<file path="src/sv/owb_pkg.sv">
package owb_pkg;

  // Configuration register indexes
  localparam logic [2:0] REG_RESET_LOW     = 3'd0;
  localparam logic [2:0] REG_PRESENCE_WAIT = 3'd1;
  localparam logic [2:0] REG_RESET_TAIL    = 3'd2;
  localparam logic [2:0] REG_ONE_LOW       = 3'd3;
  localparam logic [2:0] REG_ZERO_LOW      = 3'd4;
  localparam logic [2:0] REG_READ_LOW      = 3'd5;
  localparam logic [2:0] REG_READ_SAMPLE   = 3'd6;
  localparam logic [2:0] REG_SLOT_LENGTH   = 3'd7;

  // Register reset values
  localparam logic [9:0] RESET_LOW_DEFAULT     = 10'd480;
  localparam logic [9:0] PRESENCE_WAIT_DEFAULT = 10'd70;
  localparam logic [9:0] RESET_TAIL_DEFAULT    = 10'd410;
  localparam logic [6:0] ONE_LOW_DEFAULT       = 7'd6;
  localparam logic [6:0] ZERO_LOW_DEFAULT      = 7'd60;
  localparam logic [6:0] READ_LOW_DEFAULT      = 7'd6;
  localparam logic [6:0] READ_SAMPLE_DEFAULT   = 7'd9;
  localparam logic [6:0] SLOT_LENGTH_DEFAULT   = 7'd70;

  // Action codes
  localparam logic [1:0] ACT_TICK  = 2'd0;
  localparam logic [1:0] ACT_RESET = 2'd1;
  localparam logic [1:0] ACT_WRITE = 2'd2;
  localparam logic [1:0] ACT_READ  = 2'd3;

  typedef struct packed {
    logic [9:0] reset_low_time;
    logic [9:0] presence_wait_time;
    logic [9:0] reset_tail_time;
    logic [6:0] one_low_time;
    logic [6:0] zero_low_time;
    logic [6:0] read_low_time;
    logic [6:0] read_sample_delay;
    logic [6:0] slot_length;
  } cfg_t;

  typedef struct packed {
    logic       command_rejected;
    logic [7:0] rx_byte;
    logic       presence;
    logic       done_res;
    logic       busy_res;
    logic       drive_low;
  } result_t;

  // A timing register written as zero behaves as one
  function automatic logic [9:0] at_least_one10(input logic [9:0] v);
    return (v == 10'd0) ? 10'd1 : v;
  endfunction

  function automatic logic [6:0] at_least_one7(input logic [6:0] v);
    return (v == 7'd0) ? 7'd1 : v;
  endfunction

endpackage

</file>
<file path="src/sv/owb_cfg.sv">
module owb_cfg (
  input  logic             clk,
  input  logic             rst,
  input  logic             cfg_valid,
  output logic             cfg_ready,
  input  logic [2:0]       cfg_index,
  input  logic [9:0]       cfg_data,
  output owb_pkg::cfg_t    cfg
);

  assign cfg_ready = 1'b1;

  // Timing registers, written one word at a time
  always_ff @(posedge clk) begin
    if (rst) begin
      cfg.reset_low_time     <= owb_pkg::RESET_LOW_DEFAULT;
      cfg.presence_wait_time <= owb_pkg::PRESENCE_WAIT_DEFAULT;
      cfg.reset_tail_time    <= owb_pkg::RESET_TAIL_DEFAULT;
      cfg.one_low_time       <= owb_pkg::ONE_LOW_DEFAULT;
      cfg.zero_low_time      <= owb_pkg::ZERO_LOW_DEFAULT;
      cfg.read_low_time      <= owb_pkg::READ_LOW_DEFAULT;
      cfg.read_sample_delay  <= owb_pkg::READ_SAMPLE_DEFAULT;
      cfg.slot_length        <= owb_pkg::SLOT_LENGTH_DEFAULT;
    end else if (cfg_valid && cfg_ready) begin
      unique case (cfg_index)
        owb_pkg::REG_RESET_LOW:     cfg.reset_low_time     <= cfg_data;
        owb_pkg::REG_PRESENCE_WAIT: cfg.presence_wait_time <= cfg_data;
        owb_pkg::REG_RESET_TAIL:    cfg.reset_tail_time    <= cfg_data;
        owb_pkg::REG_ONE_LOW:       cfg.one_low_time       <= cfg_data[6:0];
        owb_pkg::REG_ZERO_LOW:      cfg.zero_low_time      <= cfg_data[6:0];
        owb_pkg::REG_READ_LOW:      cfg.read_low_time      <= cfg_data[6:0];
        owb_pkg::REG_READ_SAMPLE:   cfg.read_sample_delay  <= cfg_data[6:0];
        owb_pkg::REG_SLOT_LENGTH:   cfg.slot_length        <= cfg_data[6:0];
        default: ;
      endcase
    end
  end

endmodule

</file>
<file path="src/sv/owb_engine.sv">
module owb_engine (
  input  logic              clk,
  input  logic              rst,
  input  logic              step,
  input  logic [1:0]        action,
  input  logic [7:0]        tx_byte,
  input  logic              line_level,
  input  owb_pkg::cfg_t     cfg,
  output owb_pkg::result_t  res
);

  localparam logic [2:0] PH_IDLE  = 3'd0;
  localparam logic [2:0] PH_RLOW  = 3'd1;
  localparam logic [2:0] PH_RWAIT = 3'd2;
  localparam logic [2:0] PH_RTAIL = 3'd3;
  localparam logic [2:0] PH_SLOT  = 3'd4;

  logic [2:0] phase, phase_next;
  logic [9:0] tick_count, tick_count_next;
  logic [2:0] bit_index, bit_index_next;
  logic [7:0] shift_reg, shift_reg_next;
  logic       presence_flag, presence_flag_next;
  logic       read_mode, read_mode_next;

  // Next state for one tick: command start, then the tick itself
  always_comb begin
    logic [9:0] tc_inc;
    logic [6:0] low;
    logic [7:0] samp;
    logic [7:0] slot_end;
    logic       drive;
    logic       done;
    logic       rejected;

    phase_next         = phase;
    tick_count_next    = tick_count;
    bit_index_next     = bit_index;
    shift_reg_next     = shift_reg;
    presence_flag_next = presence_flag;
    read_mode_next     = read_mode;
    drive              = 1'b0;
    done               = 1'b0;
    rejected           = 1'b0;
    low                = 7'd0;
    samp               = 8'd0;
    slot_end           = 8'd0;

    // command start, rejected while an operation runs
    if (action != owb_pkg::ACT_TICK) begin
      if (phase != PH_IDLE) begin
        rejected = 1'b1;
      end else begin
        tick_count_next = 10'd0;
        bit_index_next  = 3'd0;
        unique case (action)
          owb_pkg::ACT_RESET: phase_next = PH_RLOW;
          owb_pkg::ACT_WRITE: begin
            phase_next     = PH_SLOT;
            read_mode_next = 1'b0;
            shift_reg_next = tx_byte;
          end
          default: begin
            phase_next     = PH_SLOT;
            read_mode_next = 1'b1;
            shift_reg_next = 8'd0;
          end
        endcase
      end
    end

    tc_inc = tick_count_next + 10'd1;

    // the tick
    unique case (phase_next)
      PH_RLOW: begin
        drive           = 1'b1;
        tick_count_next = tc_inc;
        if (tc_inc >= owb_pkg::at_least_one10(cfg.reset_low_time)) begin
          phase_next      = PH_RWAIT;
          tick_count_next = 10'd0;
        end
      end
      PH_RWAIT: begin
        tick_count_next = tc_inc;
        if (tc_inc >= owb_pkg::at_least_one10(cfg.presence_wait_time)) begin
          phase_next      = PH_RTAIL;
          tick_count_next = 10'd0;
        end
      end
      PH_RTAIL: begin
        if (tick_count_next == 10'd0) presence_flag_next = !line_level;
        tick_count_next = tc_inc;
        if (tc_inc >= owb_pkg::at_least_one10(cfg.reset_tail_time)) begin
          phase_next      = PH_IDLE;
          tick_count_next = 10'd0;
          done            = 1'b1;
        end
      end
      PH_SLOT: begin
        if (read_mode_next) low = owb_pkg::at_least_one7(cfg.read_low_time);
        else if (shift_reg_next[0]) low = owb_pkg::at_least_one7(cfg.one_low_time);
        else low = owb_pkg::at_least_one7(cfg.zero_low_time);
        drive    = (tick_count_next < {3'd0, low});
        slot_end = {1'b0, low} + 8'd1;
        if (read_mode_next) begin
          samp = {1'b0, low} + {1'b0, owb_pkg::at_least_one7(cfg.read_sample_delay)};
          if (tick_count_next == {2'd0, samp})
            shift_reg_next = {line_level, shift_reg_next[7:1]};
          slot_end = samp + 8'd1;
        end
        if (slot_end < {1'b0, cfg.slot_length}) slot_end = {1'b0, cfg.slot_length};
        tick_count_next = tc_inc;
        if (tc_inc >= {2'd0, slot_end}) begin
          tick_count_next = 10'd0;
          if (!read_mode_next) shift_reg_next = {1'b0, shift_reg_next[7:1]};
          if (bit_index_next == 3'd7) begin
            bit_index_next = 3'd0;
            phase_next     = PH_IDLE;
            done           = 1'b1;
          end else begin
            bit_index_next = bit_index_next + 3'd1;
          end
        end
      end
      default: begin
        phase_next      = PH_IDLE;
        tick_count_next = 10'd0;
      end
    endcase

    res.drive_low        = drive;
    res.busy_res         = (phase_next != PH_IDLE);
    res.done_res         = done;
    res.presence         = presence_flag_next;
    res.rx_byte          = read_mode_next ? shift_reg_next : 8'd0;
    res.command_rejected = rejected;
  end

  // State registers advance once per item
  always_ff @(posedge clk) begin
    if (rst) begin
      phase         <= PH_IDLE;
      tick_count    <= 10'd0;
      bit_index     <= 3'd0;
      shift_reg     <= 8'd0;
      presence_flag <= 1'b0;
      read_mode     <= 1'b0;
    end else if (step) begin
      phase         <= phase_next;
      tick_count    <= tick_count_next;
      bit_index     <= bit_index_next;
      shift_reg     <= shift_reg_next;
      presence_flag <= presence_flag_next;
      read_mode     <= read_mode_next;
    end
  end

  // a finishing operation always leaves the master idle
  a_done_idle: assert property (@(posedge clk) disable iff (rst)
    step && res.done_res |-> !res.busy_res)
    else $error("done reported while still busy");

  // bit position only moves inside a slot sequence
  a_bit_in_slot: assert property (@(posedge clk) disable iff (rst)
    bit_index != 3'd0 |-> phase == PH_SLOT)
    else $error("bit index set outside a slot");

  // going idle leaves the tick counter cleared
  a_idle_count: assert property (@(posedge clk) disable iff (rst)
    step && !res.busy_res |=> tick_count == 10'd0)
    else $error("tick counter not cleared when idle");

endmodule

</file>
<file path="src/sv/one_wire_bus_master.sv">
// 1-Wire bus master, one input word per one-microsecond tick. Every accepted
// word yields exactly one result word. The block takes one word per clock
// cycle while the result stream is not stalled. An input word is held in the
// input register; the tick logic then feeds the result register.
// The rate is set by the single engine state update per tick (phase, tick
// counter, bit index, shift register). Commands (reset pulse, byte write,
// byte read) arriving during an operation are ignored and flagged. The user
// must write timing registers through the cfg port while idle (not enforced).
module one_wire_bus_master (
  input  logic        clk,
  input  logic        rst,
  // input stream
  input  logic        s_tvalid,
  output logic        s_tready,
  input  logic [15:0] s_tdata,   // [7:0] tx_byte, [8] line_level, rest zero
  input  logic [1:0]  s_tuser,   // [1:0] action
  // result stream
  output logic        m_tvalid,
  input  logic        m_tready,
  output logic [15:0] m_tdata,   // [0] drive_low, [1] busy_res, [2] done_res,
                                 // [3] presence, [11:4] rx_byte,
                                 // [12] command_rejected, rest zero
  // configuration writes
  input  logic        cfg_valid,
  output logic        cfg_ready,
  input  logic [2:0]  cfg_index,
  input  logic [9:0]  cfg_data
);

  owb_pkg::cfg_t    cfg;
  owb_pkg::result_t res;

  logic       in_valid;
  logic [1:0] in_action;
  logic [7:0] in_tx_byte;
  logic       in_line;
  logic       advance;

  owb_cfg u_cfg (
    .clk       (clk),
    .rst       (rst),
    .cfg_valid (cfg_valid),
    .cfg_ready (cfg_ready),
    .cfg_index (cfg_index),
    .cfg_data  (cfg_data),
    .cfg       (cfg)
  );

  // input word moves to the result register when that one is free
  assign advance  = in_valid && (!m_tvalid || m_tready);
  assign s_tready = !in_valid || advance;

  always_ff @(posedge clk) begin
    if (rst) begin
      in_valid <= 1'b0;
    end else if (s_tready) begin
      in_valid <= s_tvalid;
    end
  end

  always_ff @(posedge clk) begin
    if (s_tvalid && s_tready) begin
      in_action  <= s_tuser;
      in_tx_byte <= s_tdata[7:0];
      in_line    <= s_tdata[8];
    end
  end

  owb_engine u_engine (
    .clk        (clk),
    .rst        (rst),
    .step       (advance),
    .action     (in_action),
    .tx_byte    (in_tx_byte),
    .line_level (in_line),
    .cfg        (cfg),
    .res        (res)
  );

  // result register
  always_ff @(posedge clk) begin
    if (rst) begin
      m_tvalid <= 1'b0;
    end else if (advance) begin
      m_tvalid <= 1'b1;
    end else if (m_tready) begin
      m_tvalid <= 1'b0;
    end
  end

  always_ff @(posedge clk) begin
    if (advance) begin
      m_tdata <= {3'd0, res.command_rejected, res.rx_byte, res.presence,
                  res.done_res, res.busy_res, res.drive_low};
    end
  end

endmodule
</file>
<file path="config.mk">
export PLATFORM = sky130hd
export DESIGN_NAME = one_wire_bus_master
export DESIGN_NICKNAME = d
export VERILOG_FILES = /design/src/sv/owb_pkg.sv /design/src/sv/owb_cfg.sv /design/src/sv/owb_engine.sv /design/src/sv/one_wire_bus_master.sv
export SDC_FILE = /design/constraint.sdc
export NUM_CORES = 1
export LEC_CHECK = 0
export ABC_CLOCK_PERIOD_IN_PS = 9600
export BUFFER_PORTS_ARGS = -buffer_cell sky130_fd_sc_hd__buf_2
export CELL_PAD_IN_SITES_DETAIL_PLACEMENT = 1
export CELL_PAD_IN_SITES_GLOBAL_PLACEMENT = 2
export CORE_UTILIZATION = 35
export CTS_BUF_LIST = sky130_fd_sc_hd__clkbuf_4 sky130_fd_sc_hd__clkbuf_8
export CTS_CLUSTER_DIAMETER = 60
export CTS_CLUSTER_SIZE = 16
export DETAILED_ROUTE_END_ITERATION = 12
export HOLD_SLACK_MARGIN = 0.05
export PLACE_DENSITY_LB_ADDON = 0.1
export SETUP_SLACK_MARGIN = 0.15
export SLEW_MARGIN = 10
export SYNTH_ARGS = -nofsm -noshare
export SYNTH_HDL_FRONTEND = slang
export SYNTH_SLANG_ARGS = --single-unit
</file>
<file path="constraint.sdc">
create_clock -name clk -period 9.6 [get_ports clk]
set_input_delay 1.44 -clock clk [delete_from_list [all_inputs] [get_ports clk]]
set_output_delay 1.44 -clock clk [all_outputs]
set_load 0.01 [all_outputs]
</file>
==> impl_metrics.json <==
{
  "core_um2": 20500,
  "grt_overflow": 0,
  "postRouteAntennaNets": 0,
  "regMostFlops": "u_cfg.cfg",
  "max_clock_freq_ghz": 0.115,
  "r2r_start": "in_action[1]$_DFFE_PP_",
  "cts.sinks": 117,
  "crit_fanout": 20,
  "clk_pin_slew_ps": 80,
  "cp-end-kind": "flip-flop",
  "wl_mm": 23.4,
  "syn_area_per_cell_um2": 8.40,
  "worst_skew_pair.late_latency_ps": 460,
  "gr-usage-all-layers_pct": 22.6,
  "die-height_um": 147,
  "min_delay_path_depth": 2,
  "root_buffer": "clkbuf_8",
  "reg2regPathDepth": 32,
  "layout-area-overhead-vs-synth_pct": 10.9,
  "slowest_delay_ps": 480,
  "cp.required_ps": 9880,
  "vias": 6503,
  "synth-seq-area-share_pct": 34.9,
  "grt_pass1_wl_mm": 37.5,
  "worst-r2r-setup-slack_ps": 900,
  "top_regs": "u_cfg.cfg: 65 flops, m_tdata: 13 flops, u_engine.tick_count: 10 flops",
  "netlist_area_um2": 7400,
  "vias_per_cell": 5.50,
  "rsz0062_at_grt": "false",
  "slew_violations": 0,
  "min_period_over_period_pct": 90.6,
  "synthArstFlopShare_pct": 0,
  "p_sw_share_pct": 31.7,
  "min_to": "u_engine.presence_flag$_SDFFE_PP0P_",
  "place.gp.congestion": 0.832,
  "num_rows": 52,
  "clockPowerShare_pct": 37.4,
  "setup_viol_count_final": 0,
  "first_pass_iters": 6,
  "max_slew_margin_pct": 33.6,
  "ys.flop_type": "dfxtp_1",
  "io_buffers": 43,
  "crit_type": "reg -> reg",
  "antenna_cells": 0,
  "ys_ff_latch": 117,
  "fin_ws_ps": 899,
  "grt_max_degree": 86,
  "pwr-share-comb_pct": 22.4,
  "crit_path_start_kind": "flip-flop",
  "htree_levels": 4,
  "status": "finished clean",
  "clock_tree.buffer_depth": 2,
  "power_switching_uw": 418,
  "final.setup_skew_ps": 10.2,
  "ys_warn_count": 0,
  "post_drt_wl_per_cell_um": 19.8,
  "hold_class": "reg -> reg",
  "final.setup.tns_ps": 0,
  "cts-buffers-inserted": 17,
  "cp_common_cell": "ha_1",
  "grt_pass1_vias": 6796,
  "drive_gt1_share_pct": 11.7,
  "die-area_um2": 21700,
  "syn_inst": 880,
  "cellPowerDensity_nw_per_um2": 161,
  "grt_antenna_before_repair": 0,
  "fin_crit_ps": 8700,
  "nets": 1003,
  "io-pin-count": 55,
  "postCtsHoldBufs": 0,
  "ys_types": 74,
  "postCtsSetupBuffers": 0,
  "largest_reg_flops": 65,
  "cts_tree": "done",
  "post_cts_resized": 0,
  "fill_cells": 2438,
  "worst_pin_slew_ps": 992,
  "cpMaxStageDelayCell": "and4b_1",
  "hold_viol": 0,
  "die_x_um": 147,
  "cp_data_arrival_time_ps": 8980,
  "dp_hpwl_mm": 17.6,
  "r2r_end": "m_tdata[6]$_SDFFCE_PP0P_",
  "ir_drop_v": 0.0000754,
  "start_util_pct": 36.1,
  "seq_power_share_pct": 40.2,
  "drv_cap": 0,
  "drtIter0Drc": 311,
  "internal_power_uw": 900,
  "min_from": "u_engine.presence_flag$_SDFFE_PP0P_",
  "pre_cts_ws_ps": 1000,
  "synth-edff-count": 24,
  "p_leak_nw": 3.44,
  "drc": 0
}
## logic make-up (layout without fill, tap and decap cells)
family | count (synthesis) | after routing | synth area share, %
buf+inv | 112 | 143 | 6.23
other cells | 2 | 4 | 0.102
compound gates | 226 | 226 | 21.4
fa+ha+maj | 67 | 67 | 11.4
flops | 117 | 117 | 34.9
mux | 23 | 23 | 3.20
simple gates | 312 | 312 | 20.0
xor+xnor | 21 | 21 | 2.67
## cells in the mapped netlist (3+ instances only)
cell type | n | area [um^2]
a211o_1 | 23 | 201
o21ai_0 | 30 | 150
a31o_2 | 7 | 61.3
mux2i_1 | 21 | 210
clkbuf_2 | 5 | 25.0
dfxtp_1 | 93 | 1860
nand3b_1 | 12 | 90.1
inv_1 | 58 | 218
or3_1 | 4 | 25.0
nor2b_1 | 13 | 81.3
o21ai_1 | 9 | 45.0
xnor2_1 | 13 | 114
a22o_1 | 7 | 61.3
nor2_1 | 72 | 270
nand2_1 | 117 | 439
or4_1 | 4 | 30.0
edfxtp_1 | 24 | 721
clkbuf_1 | 34 | 128
nand4_1 | 10 | 62.6
a21boi_0 | 4 | 30.0
a22oi_1 | 3 | 22.5
xor2_1 | 7 | 61.3
ha_1 | 66 | 826
buf_2 | 6 | 30.0
a211oi_1 | 15 | 113
nor4_1 | 7 | 43.8
nand3_1 | 24 | 120
buf_4 | 5 | 37.5
a31oi_1 | 4 | 25.0
and2_1 | 11 | 68.8
nor3_1 | 12 | 60.1
o21a_1 | 9 | 67.6
a21oi_1 | 58 | 290
a41o_1 | 3 | 30.0
o31ai_1 | 8 | 60.1
nand2b_1 | 15 | 93.8
or2_2 | 3 | 18.8
a21o_1 | 19 | 143
## power by group through the flow
stage          registers, mW  logic [mW]  clock network (mW)
6_report               0.530       0.295               0.493
5_1_grt                0.532       0.323               0.529
4_1_cts                0.530       0.294               0.510
3_5_place_dp           0.541       0.291                   0
3_3_place_gp           0.541       0.280                   0
2_1_floorplan          0.538       0.213                   0
## per-stage QoR
step	hold WS (ps)	std cells	total power [mW]	area, um^2	util [%]
after floorplan	436	882	0.750	7400	-
after global routing	478	1183	1.38	8200	40.0
after CTS	458	1183	1.33	8200	40.0
after detailed placement	447	1151	0.833	7780	38.0
after global placement	445	1151	0.820	7780	38.0
final	458	1183	1.32	8200	40.0
## layout make-up
| class | count | area, um^2 | area share (%) |
|---|---|---|---|
| Multi-Input combinational cell | 653 | 4360 | 53.2 |
| Inverter | 59 | 221 | 2.70 |
| Tap cell | 270 | 338 | 4.12 |
| Clock buffer | 20 | 263 | 3.20 |
| Timing Repair Buffer | 52 | 283 | 3.45 |
| Sequential cell | 117 | 2580 | 31.5 |
| Clock inverter | 12 | 153 | 1.86 |
## worst max path at each step
stage                            from                       end  slack [ps]
6_report       in_action[1]$_DFFE_PP_  m_tdata[6]$_SDFFCE_PP0P_         900
4_1_cts        in_action[1]$_DFFE_PP_  m_tdata[6]$_SDFFCE_PP0P_         860
5_1_grt        in_action[1]$_DFFE_PP_  m_tdata[6]$_SDFFCE_PP0P_         280
3_5_place_dp   in_action[1]$_DFFE_PP_  m_tdata[6]$_SDFFCE_PP0P_        1000
3_3_place_gp   in_action[0]$_DFFE_PP_  m_tdata[6]$_SDFFCE_PP0P_        1270
2_1_floorplan  in_action[0]$_DFFE_PP_  m_tdata[6]$_SDFFCE_PP0P_        2250
## layout by cell type (no fill, tap or decap), types with 8 or more instances in the layout
cell,synthesis,layout
a211o_1,23,23
a211oi_1,15,15
a21o_1,19,19
a21oi_1,58,58
and2_1,11,11
buf_2,6,43
buf_4,5,9
clkbuf_8,0,18
dfxtp_1,93,93
edfxtp_1,24,24
ha_1,66,66
inv_1,58,58
mux2i_1,21,21
nand2_1,117,117
nand2b_1,15,15
nand3_1,24,24
nand3b_1,12,12
nand4_1,10,10
nor2_1,72,72
nor2b_1,13,13
nor3_1,12,12
o21a_1,9,9
o21ai_0,30,30
o21ai_1,9,9
o31ai_1,8,8
xnor2_1,13,13
## worst max-delay path, delay by kind of cell (launching register included)
family | cells | cell delay (ps)
simple gates | 8 | 2010
fa+ha+maj | 5 | 1480
compound gates | 13 | 3120
buf+inv | 2 | 360
mux | 2 | 670
flops | 1 | 370
xor+xnor | 2 | 480
## routing by layer
| layer | global-route usage (%) | wire [um] | vias up |
|---|---|---|---|
| li1 | - | - | 3150 |
| met1 | 29.0 | 10800 | 3219 |
| met2 | 38.0 | 11300 | 105 |
| met3 | 4.32 | 833 | 29 |
| met4 | 7.53 | 471 | 0 |
| met5 | 0 | 0 | - |
No activity file was read; power rests on OpenSTA's default activity.
